## src/hdl/ccint_pkg.sv

```systemverilog
package ccint_pkg;

    localparam int COORD_WIDTH_DEF = 32;
    localparam int FIELD_W         = 32;
    localparam int AD_W            = 33;   // |dx|, |dy|
    localparam int S_W             = 64;   // squared distance on the valid path
    localparam int KM_W            = 65;   // |r0^2 - r1^2 + S|
    localparam int ROOT_W          = 64;   // sqrt(P*Q)
    localparam int NUM_W           = 98;   // rounded numerator
    localparam int QUO_W           = 41;   // quotient bits, up to the 2^40 clamp
    localparam int SUM_W           = 44;   // unsaturated coordinate

    typedef enum logic [1:0] {
        STAT_OK    = 2'd0,
        STAT_SAME  = 2'd1,
        STAT_APART = 2'd2
    } status_t;

    typedef struct packed {
        logic signed [FIELD_W-1:0] x0;
        logic signed [FIELD_W-1:0] y0;
        logic [S_W-1:0]            s;
        logic [KM_W-1:0]           km;
        logic                      kneg;
        logic [AD_W-1:0]           adx;
        logic [AD_W-1:0]           ady;
        logic                      dxneg;
        logic                      dyneg;
        logic                      upper;
        status_t                   status;
    } side_t;

    typedef struct packed {
        logic [FIELD_W-1:0] point_x;
        logic [FIELD_W-1:0] point_y;
        status_t            status;
    } res_t;

endpackage

```

## src/hdl/ccint_outq.sv

```systemverilog
module ccint_outq (
    input  logic              clk,
    input  logic              rst_n,
    input  logic              push,
    input  ccint_pkg::res_t   push_data,
    input  logic              pop_ready,
    output logic              pop_valid,
    output ccint_pkg::res_t   pop_data,
    output logic              full
);

    ccint_pkg::res_t mem [2];
    logic       wr_ptr_reg, rd_ptr_reg;
    logic [1:0] count_reg, count_next;
    logic       pop;

    assign pop_valid  = count_reg != 2'd0;
    assign full       = count_reg == 2'd2;
    assign pop        = pop_valid && pop_ready;
    assign pop_data   = mem[rd_ptr_reg];
    assign count_next = count_reg + 2'(push) - 2'(pop);

    always_ff @(posedge clk)
    begin
        if (push)
        begin
            mem[wr_ptr_reg] <= push_data;
        end
    end

    always_ff @(posedge clk or negedge rst_n)
    begin
        if (!rst_n)
        begin
            wr_ptr_reg <= 1'b0;
            rd_ptr_reg <= 1'b0;
            count_reg  <= 2'd0;
        end
        else
        begin
            if (push)
            begin
                wr_ptr_reg <= !wr_ptr_reg;
            end
            if (pop)
            begin
                rd_ptr_reg <= !rd_ptr_reg;
            end
            count_reg <= count_next;
        end
    end

endmodule

```

## config.mk

```make
export PLATFORM = sky130hd
export DESIGN_NAME = ccint_outq
export DESIGN_NICKNAME = d
export VERILOG_FILES = /design/src/hdl/ccint_pkg.sv /design/src/hdl/ccint_outq.sv
export SDC_FILE = /design/constraint.sdc
export NUM_CORES = 1
export LEC_CHECK = 0
export BUFFER_PORTS_ARGS = -buffer_cell sky130_fd_sc_hd__buf_4
export CAP_MARGIN = 20
export CORE_UTILIZATION = 35
export CTS_BUF_LIST = sky130_fd_sc_hd__clkbuf_8
export DETAILED_ROUTE_END_ITERATION = 6
export PLACE_DENSITY = 0.63
export SYNTH_ARGS = -nofsm -noshare
export SYNTH_HDL_FRONTEND = slang
export SYNTH_SLANG_ARGS = --single-unit
```

## constraint.sdc

```tcl
create_clock -name clk -period 5.4 [get_ports clk]
set_input_delay 0.27 -clock clk [delete_from_list [all_inputs] [get_ports clk]]
set_output_delay 0.27 -clock clk [all_outputs]
set_load 0.02 [all_outputs]
```

Yosys cells after proc, flatten, opt, wreduce, memory -nomap -nowiden --
Memory sizes are Yosys's and may differ from the RTL's. Cells that the tools add are included.
Cells by class: add/subtract/negate cells 2, $mul 0, divide/modulo/power cells 0, $lt $le $gt $ge 0, equality and inequality tests 1, shift-type cells 0, muxes and demuxes 2, bitwise gates (word level) 0, reduce and logical (&&, ||, !) cells 4
Operators with widths (number):
- adder 2 x 1 -> 2 bit | 1
- == test 2 bit (second input constant) | 1
- zero test 1 bit | 2
- two-way mux 1 bit | 2
- nonzero test 2 bit | 1
- subtractor 2 x 1 -> 2 bit | 1
- logical AND 1 bit | 1
Word-level totals: bits in registers 4, latch bits 0, memory bits (writable) 132, memory bits (read-only) 0, input bits 70, memories kept 1
Memories:
- mem | depth 2, bits a word 66, rd ports 1, clocked after memory_dff 0, write ports 1, line ccint_outq.sv:12 | ccint_pkg::res_t mem [2];

Logic depth before layout (Yosys ltp) --
Gate-level depths: netlist of the first run.
depth after elaboration 3, depth in mapped cells 6, gate-level depth less buffers 6

Least setup slack after synthesis of the first run --
No wires, ideal clock.
path type register to register, from reg wr_ptr_reg, to mem mem[0][0] in the netlist's numbering (enable), library setup time 498 ps, arrival 3335 ps, required time 4902 ps, slack 1567 ps, stages on the path, launching flop included 2, path buffers 0, clock period less this slack 3833 ps, path through dfrtp_1 -> nor2b_1
RTL lines:
- start: declaration | line ccint_outq.sv:13 | logic wr_ptr_reg, rd_ptr_reg;
- start signal: assignment | line ccint_outq.sv:43 | wr_ptr_reg <= !wr_ptr_reg;
- end: declaration | line ccint_outq.sv:12
No word-level cell before the write port.

==> run summary, run 1 <==
Final Slew Violations -> 0
Full die area -> 14,990 um2
Reg2Reg Depth -> 2
Setup ws final -> 3.034 ns
Top delay family on crit path -> flip-flops
Inserted Clock Buffers -> 17
DP HPWL -> 5441 um
# diodes -> 0
Design area -> 7360 um2
Antenna violations before repair -> 0
Clock Path Buffers -> 2
Pre-antenna DRT Iters -> 4
Proportion of layout cells with a drive suffix above 1 -> 51.77%
Unrepaired setup endpoints after global routing -> false
Synth warnings -> 0
Final design utilization -> 52.61%
DRC violations left -> 0
CP Max Fanout -> 37
Gate Count Post-Synth -> 222
Placer Congestion -> 0.6194
Total I/O pin count -> 138
Final setup violation count -> 0
Clock sinks -> 136
# Max-Cap Violations -> 0
First-pass GRT wire length -> 14,080 um
Die height -> 122.4 um
Area occupied by multi-input gates -> 958.4 um2
Vias/cell -> 4.345
Slowest-stage cell, CP -> dfrtp_4
Storage cell area -> 4068 um2
Vias -> 2,746
CP max stage delay -> 0.78 ns
Input/output buffers -> 137
Skew-Pair Late Insertion Delay -> 0.43 ns
TritonCTS clock tree -> yes
Pwr dens -> 488.8 nW/um2
Max reg flops -> 132
Detail Route Antenna Nets -> 0
Row Count -> 43
Fin. Hold Viols -> 0
Min-delay worst type -> in2reg
Post-cts sizing count -> 0
Cell Area, Synth -> 5076 um2
Largest net degree at the start of global routing -> 68
CTS HTree Levels -> 4
Area after DPL -> 6295 um2
Status -> finished, final reports clean
DRT Wirelength -> 9325 um
Fin Setup TNS -> 0 ns
Core Box Area -> 13,990 um2
Fmax -> 422.6 MHz
Tot Pwr -> 3.598 mW
Hold slack -> 0.04777 ns
Pre-CTS WS -> 3.225 ns
Period Utilization, post-route -> 43.82%
Seq/Total Area, Yosys -> 80.06%
Worst setup SP type -> flip-flop
Commonest non-fill, non-tap cells in the layout -> 138 x buf_4, 132 x edfxtp_1, 67 x dlygate4sd3_1
GR Overflow Total -> 0
Filler cell count -> 1,143
Leading cell type in the layout, fill and taps excluded -> buf_4
Post-CTS Setup Repair Bufs -> 0
Minimum clock period after layout -> 2.366 ns
Post-synthesis register bit count -> 136
Buf/Inv on CP -> 2
Post-Layout Cell Count -> 632
Crit end category -> output port
Clock slew seen by the registers of the worst setup and hold paths -> 0.07 ns
WS Path Type -> reg2out
Die W -> 122.4 um
Hold path cells -> 2
Placed insts -> 533
Vias in the first global route -> 2,965
Slew headroom -> 38.12%
CP required -> 5.13 ns
Tightest Pin Transition -> 0.9283 ns
Arr. time, crit path -> 2.10 ns
VDD IR-drop max -> 0.2981 mV
Syn Nets -> 294
Skew final -> 0.008067 ns
Iter 0 DRT Violations -> 126
WP depth -> 3
Tot GR Track Use -> 13.03%
Post-synth cell types -> 15
Worst-path cell chain -> buf_12 -> mux2_2 -> buf_4
Layout area overhead -> 44.98%
Synth Area per Inst -> 22.87 um2
Root buffer cell -> clkbuf_8
Initial Util -> 36.29%
Avg WL per Cell -> 14.75 um
Leakage power -> 2.875 nW
Final nets -> 512
kinds of logic (layout without fill, tap and decap cells):
kind of cell | count (synthesis) | count (layout) | synth area share [%]
AND/OR/NAND/NOR | 4 | 4 | 0.4931
multiplexers | 66 | 66 | 16.86
buffers and inverters | 9 | 239 | 1.257
AO/OA/AOI/OAI | 1 | 1 | 0.1479
adder cells (fa/ha/maj) | 2 | 2 | 0.4929
flip-flops | 136 | 136 | 80.06
XOR/XNOR | 4 | 4 | 0.6903
per-layer routing:
metal	global-route usage (%)	part of all wire (%)	vias to the layer above
met2	22.30	52	92
met3	4.600	5.5	15
met4	6.631	1.8	0
met5	0	0	-
li1	-	-	1307
met1	14.23	41	1332
power breakdown:
group,switching [mW],total [mW],internal [mW]
Combinational,0.637,1.29,0.650
Sequential,0.110,1.52,1.41
Clock,0.354,0.794,0.440
Total,1.10,3.60,2.50
worst reg2reg max path: stages (launching register included):
cell and delay (ns):
dfrtp_1 0.43, nor2b_4 0.70, buf_4 0.57
cell type report:
cell class	count	area share, %
inverter	2	0.1020
sequential	136	55.27
tap	180	3.060
clock inverter	14	1.904
multi-input combinational	77	13.02
clock buffer	17	3.179
timing repair buffer	206	23.46
cell usage after synthesis (all sizes together):
cell | number | area, um2
and2 | 1 | 6.260
xnor2 | 2 | 17.52
inv | 2 | 7.510
mux2 | 66 | 855.8
edfxtp | 132 | 3964
o21a | 1 | 7.510
ha | 2 | 25.02
nor2b | 2 | 12.51
xor2 | 2 | 17.52
or2 | 1 | 6.260
buf | 7 | 56.30
dfrtp | 4 | 100.1
repair_timing:
action,CTS,global route
hold buffers,67,0
endpoints found under the setup margin,0,0
endpoints found under the hold margin,136,0
final timing paths:
path                                         from                     end  slack [ns]
min reg2reg                wr_ptr_reg$_DFFE_PN0P_  wr_ptr_reg$_DFFE_PN0P_        0.55
min                                          push  wr_ptr_reg$_DFFE_PN0P_        0.05
max                        rd_ptr_reg$_DFFE_PN0P_            pop_data[65]        3.03
max reg2reg                wr_ptr_reg$_DFFE_PN0P_    mem[0][40]$_DFFE_PP_        3.30
min in group asynchronous                   rst_n  wr_ptr_reg$_DFFE_PN0P_        0.19
max in group asynchronous                   rst_n  rd_ptr_reg$_DFFE_PN0P_        5.09
(Power assumes the default switching activity.)
==> run 2, diff against run 1 <==
- PLACE_DENSITY: 0.63 -> 0.65
- clock period: 5.4 -> 1.93 ns (I/O delays scaled with it)
==> run 2 against run 1 <==
  * Cell count grew 1.6%
  * Clock skew shrank 0.0013 ns
  * Critical endpoint is now pop_data[20]
  * Sequential share of layout area shrank 1.2 points
  * Register-to-register slack lost 2.9 ns
  * Global-route usage grew 0.71 points
==> run summary, run 2 (synthesized netlist as in run 1, its figures left out) <==
Skew-Pair Late Insertion Delay -> 0.43 ns
Tot GR Track Use -> 13.74%
Pwr dens -> 1391 nW/um2
Status -> finished, final reports clean
Slowest-stage cell, CP -> dfrtp_4
Clock slew seen by the registers of the worst setup and hold paths -> 0.08 ns
Slew headroom -> 76.41%
Vias in the first global route -> 3,061
Commonest non-fill, non-tap cells in the layout -> 140 x buf_4, 132 x edfxtp_1, 70 x dlygate4sd3_1
Die W -> 122.4 um
Layout area overhead -> 48.31%
Leakage power -> 2.946 nW
Fmax -> 563.5 MHz
Arr. time, crit path -> 1.68 ns
Reg2Reg Depth -> 6
DP HPWL -> 5970 um
Iter 0 DRT Violations -> 125
Hold EP -> mem[1][50]$_DFFE_PP_
Final Slew Violations -> 0
Clock sinks -> 136
Worst setup SP type -> flip-flop
Pre-CTS WS -> 0.4196 ns
First-pass GRT wire length -> 14,860 um
Placed insts -> 538
Area after DPL -> 6395 um2
VDD IR-drop max -> 0.6790 mV
CP required -> 1.83 ns
Clock Path Buffers -> 2
# Max-Cap Violations -> 0
Max reg flops -> 132
Skew final -> 0.006722 ns
Min-delay worst type -> in2reg
Worst-path cell chain -> buf_12 -> mux2_2 -> buf_4
Hold path cells -> 2
End of the worst register-to-register path -> count_reg[1]$_DFF_PN0_
Post-Layout Cell Count -> 642
Core Box Area -> 13,990 um2
Initial Util -> 36.29%
Period Utilization, post-route -> 91.95%
Proportion of layout cells with a drive suffix above 1 -> 53.03%
Vias/cell -> 4.433
CP max stage delay -> 0.48 ns
Pre-antenna DRT Iters -> 4
Inserted Clock Buffers -> 17
Final setup violation count -> 0
Input/output buffers -> 137
DRC violations left -> 0
Vias -> 2,846
R2R setup slack -> 0.40 ns
Top delay family on crit path -> flip-flops
Buf/Inv on CP -> 2
Placer Congestion -> 0.6900
Setup ws final -> 0.1553 ns
Post-cts sizing count -> 0
Avg WL per Cell -> 15.47 um
Full die area -> 14,990 um2
Fin. Hold Viols -> 0
Total I/O pin count -> 138
Minimum clock period after layout -> 1.775 ns
Critical R2R Launch -> count_reg[1]$_DFF_PN0_
Unrepaired setup endpoints after global routing -> false
Row Count -> 43
GR Overflow Total -> 0
# diodes -> 0
Final nets -> 521
Design area -> 7528 um2
TritonCTS clock tree -> yes
Crit end category -> output port
Die height -> 122.4 um
Largest net degree at the start of global routing -> 45
WS Path Type -> reg2out
CP Max Fanout -> 30
Fin Setup TNS -> 0 ns
Detail Route Antenna Nets -> 0
Tightest Pin Transition -> 0.3538 ns
DRT Wirelength -> 9931 um
CTS HTree Levels -> 4
Root buffer cell -> clkbuf_8
Leading cell type in the layout, fill and taps excluded -> buf_4
Antenna violations before repair -> 1
Hold Crit Start -> push_data[50]
[run 2: cell types whose count changed in the layout (fill, tap and decap cells not counted), sizes merged]
cell / delta
inv: -1
dlygate4sd3: +3
clkinv: -1
buf: +6
clkinvlp: +2
bufinv: +1
[run 2: layer usage]
layer | up-vias | track usage [%] | wire (um)
met2 | 96 | 23.70 | 5197
met1 | 1401 | 14.69 | 3999
met5 | - | 0 | 10
met3 | 14 | 5.948 | 573
met4 | 2 | 5.564 | 151
li1 | 1333 | - | -
[run 2: area by class of cell]
class | count | area (um2)
fillers | 1156 | 6460
flip-flops and latches | 136 | 4068
clock inverters | 15 | 183.9
multi-input cells | 77 | 958.4
inverters | 2 | 7.507
repair buffers | 215 | 1852
clock buffers | 17 | 234.0
well taps | 180 | 225.2
[run 2: what timing repair did]
item,CTS,global route
buffers inserted,2,0
hold endpoints to repair,139,0
hold buffers,70,0
setup endpoints to repair,38,0
[run 2: per-stage QoR]
| stage | util [%] | hold slack, ns | power [mW] |
|---|---|---|---|
| after detailed placement | 45.72 | -0.1014 | 7.967 |
| after global routing | 53.82 | 0.3480 | 10.94 |
| after global placement | 45.72 | -0.1011 | 7.923 |
| final | 53.82 | 0.3878 | 10.47 |
| after floorplan | - | -0.1991 | 6.522 |
| after CTS | 53.82 | 0.3513 | 10.59 |
[run 2: power breakdown]
group	internal, mW	switching, mW
Combinational	1.96	1.95
Sequential	3.92	0.179
Clock	1.39	1.08
Total	7.27	3.21
[run 2: how the worst max path moves through the flow]
stage,startpoint,end,slack (ns),cells past startpoint
after floorplan,wr_ptr_reg$_DFFE_PN0P_,mem[0][0]$_DFFE_PP_,0.10,1
after global placement,rd_ptr_reg$_DFFE_PN0P_,pop_data[1],0.42,3
after detailed placement,rd_ptr_reg$_DFFE_PN0P_,pop_data[1],0.42,3
after CTS,rd_ptr_reg$_DFFE_PN0P_,pop_data[1],0.12,3
after global routing,rd_ptr_reg$_DFFE_PN0P_,pop_data[18],0.08,3
final,rd_ptr_reg$_DFFE_PN0P_,pop_data[20],0.16,3
==> run 3, diff against run 2 <==
- BUFFER_PORTS_ARGS: -buffer_cell sky130_fd_sc_hd__buf_4 -> unset
- CORE_UTILIZATION: 35 -> 59
- DONT_BUFFER_PORTS: unset -> 1
- PLACE_DENSITY: 0.65 -> 0.84
==> run 3 against run 2 <==
  * Global-route usage up 6.9 points
  * Die area decreased by 40%
  * Clock skew up 0.0047 ns
  * Setup slack got worse by 0.030 ns
  * Maximum frequency down 1.7%
  * Wire length down 9.7%
  * Total power fell by 5.8%
  * Critical path depth down 1
  * Critical path type unchanged
==> run summary, run 3 (synthesized netlist as in run 1, its figures left out) <==
Max reg flops -> 132
WS Path Type -> reg2out
Largest net degree at the start of global routing -> 41
Full die area -> 8979 um2
Initial Util -> 61.47%
Setup ws final -> 0.1249 ns
DP HPWL -> 4988 um
CP required -> 1.83 ns
Input/output buffers -> 0
Area after DPL -> 5246 um2
Vias -> 2,343
Vias/cell -> 5.487
Pwr dens -> 1532 nW/um2
Pre-antenna DRT Iters -> 4
Tightest Pin Transition -> 0.4707 ns
Root buffer cell -> clkbuf_8
Slowest-stage cell, CP -> mux2_2
Min-delay worst type -> in2reg
Final Slew Violations -> 0
Placer Congestion -> 0.6575
Storage cell area -> 4068 um2
Worst setup SP type -> flip-flop
Status -> finished, final reports clean
Total I/O pin count -> 138
Layout area overhead -> 26.79%
Clock sinks -> 136
Filler cell count -> 442
Inserted Clock Buffers -> 17
DRC violations left -> 0
Skew-Pair Late Insertion Delay -> 0.43 ns
Skew final -> 0.01141 ns
Tot GR Track Use -> 20.59%
Leading cell type in the layout, fill and taps excluded -> edfxtp_1
Fin Setup TNS -> 0 ns
DRT Wirelength -> 8965 um
Worst-path cell chain -> buf_4 -> mux2_2
Leakage power -> 2.309 nW
First-pass GRT wire length -> 12,830 um
Antenna violations before repair -> 0
Final nets -> 382
Die W -> 94.76 um
Clock Path Buffers -> 2
Critical R2R Launch -> count_reg[1]$_DFF_PN0_
Critical Path Source -> rd_ptr_reg$_DFFE_PN0P_
TritonCTS clock tree -> yes
Iter 0 DRT Violations -> 111
Row Count -> 33
Avg WL per Cell -> 21.00 um
CP Max Fanout -> 32
Buf/Inv on CP -> 1
R2R setup slack -> 0.21 ns
Slew headroom -> 68.55%
Unrepaired setup endpoints after global routing -> false
Design area -> 6436 um2
CP max stage delay -> 0.46 ns
Proportion of layout cells with a drive suffix above 1 -> 32.30%
Vias in the first global route -> 2,411
Crit end category -> output port
Final setup violation count -> 0
Detail Route Antenna Nets -> 0
Clock slew seen by the registers of the worst setup and hold paths -> 0.07 ns
Die height -> 94.76 um
Period Utilization, post-route -> 93.53%
Final design utilization -> 77.94%
CTS HTree Levels -> 4
Area occupied by multi-input gates -> 957.2 um2
GR Overflow Total -> 0
Fin. Hold Viols -> 0
# diodes -> 0
Top delay family on crit path -> multiplexers
# Max-Cap Violations -> 0
Core Box Area -> 8258 um2
Minimum clock period after layout -> 1.805 ns
Commonest non-fill, non-tap cells in the layout -> 132 x edfxtp_1, 70 x dlygate4sd3_1, 36 x mux2_2
Pre-CTS WS -> 0.4159 ns
Tot Pwr -> 9.863 mW
Hold Crit Start -> push
VDD IR-drop max -> 1.104 mV
Arr. time, crit path -> 1.71 ns
Fmax -> 554.0 MHz
-- run 3: cell types whose count changed in the layout (fill, tap and decap cells not counted), sizes merged --
cell      before  now
bufinv         4    7
buf          145    6
clkinvlp       3    1
inv            2    5
clkinv         8    3
-- run 3: repair_timing --
action,4_1_cts,5_1_grt
hold endpoints to repair,139,0
hold buffers,70,0
resized for setup,0,0
buffers inserted,0,0
-- run 3: worst reg2reg max path, stage by stage (launching register included) --
cell,delay (ns)
dfrtp_1,0.43
o21a_1,0.25
ha_1,0.32
inv_1,0.06
ha_1,0.21
xnor2_1,0.20
xnor2_1,0.16
-- run 3: area by class of cell --
| cell class | count | area share [%] |
|---|---|---|
| Tap cell | 105 | 2.041 |
| Multi-Input combinational cell | 77 | 14.87 |
| Inverter | 2 | 0.1166 |
| Sequential cell | 136 | 63.20 |
| Timing Repair Buffer | 76 | 12.17 |
| Clock buffer | 17 | 3.635 |
| Clock inverter | 14 | 3.966 |
-- run 3: layer usage --
metal | vias to the layer above | GRT usage [%] | share of wire (%)
met5 | - | 0 | 0
met4 | 0 | 7.197 | 1.1
met3 | 10 | 8.535 | 8.4
met2 | 120 | 34.59 | 52
met1 | 1161 | 23.84 | 39
li1 | 1052 | - | -
-- run 3: path summary, 6_finish.rpt --
kind | to | depth (start not counted)
max reg2reg | count_reg[1]$_DFF_PN0_ | 6
min reg2reg | wr_ptr_reg$_DFFE_PN0P_ | 1
max in group asynchronous | rd_ptr_reg$_DFFE_PN0P_ | 2
min in group asynchronous | count_reg[0]$_DFF_PN0_ | 2
max | pop_data[7] | 2
min | mem[0][22]$_DFFE_PP_ | 2
-- run 3: report_power, final --
| part | internal (mW) | switching (mW) | total (mW) |
|---|---|---|---|
| Clock | 1.79 | 1.04 | 2.83 |
| Sequential | 3.93 | 0.176 | 4.10 |
| Combinational | 1.13 | 1.80 | 2.93 |
| Total | 6.84 | 3.02 | 9.86 |
-- run 3: stage by stage --
stage / std cells / hold slack [ns]
after global routing: 427 / 0.1575
after floorplan: 222 / -0.1991
after global placement: 326 / -0.1989
final: 427 / 0.1598
after detailed placement: 326 / -0.1988
after CTS: 427 / 0.1629
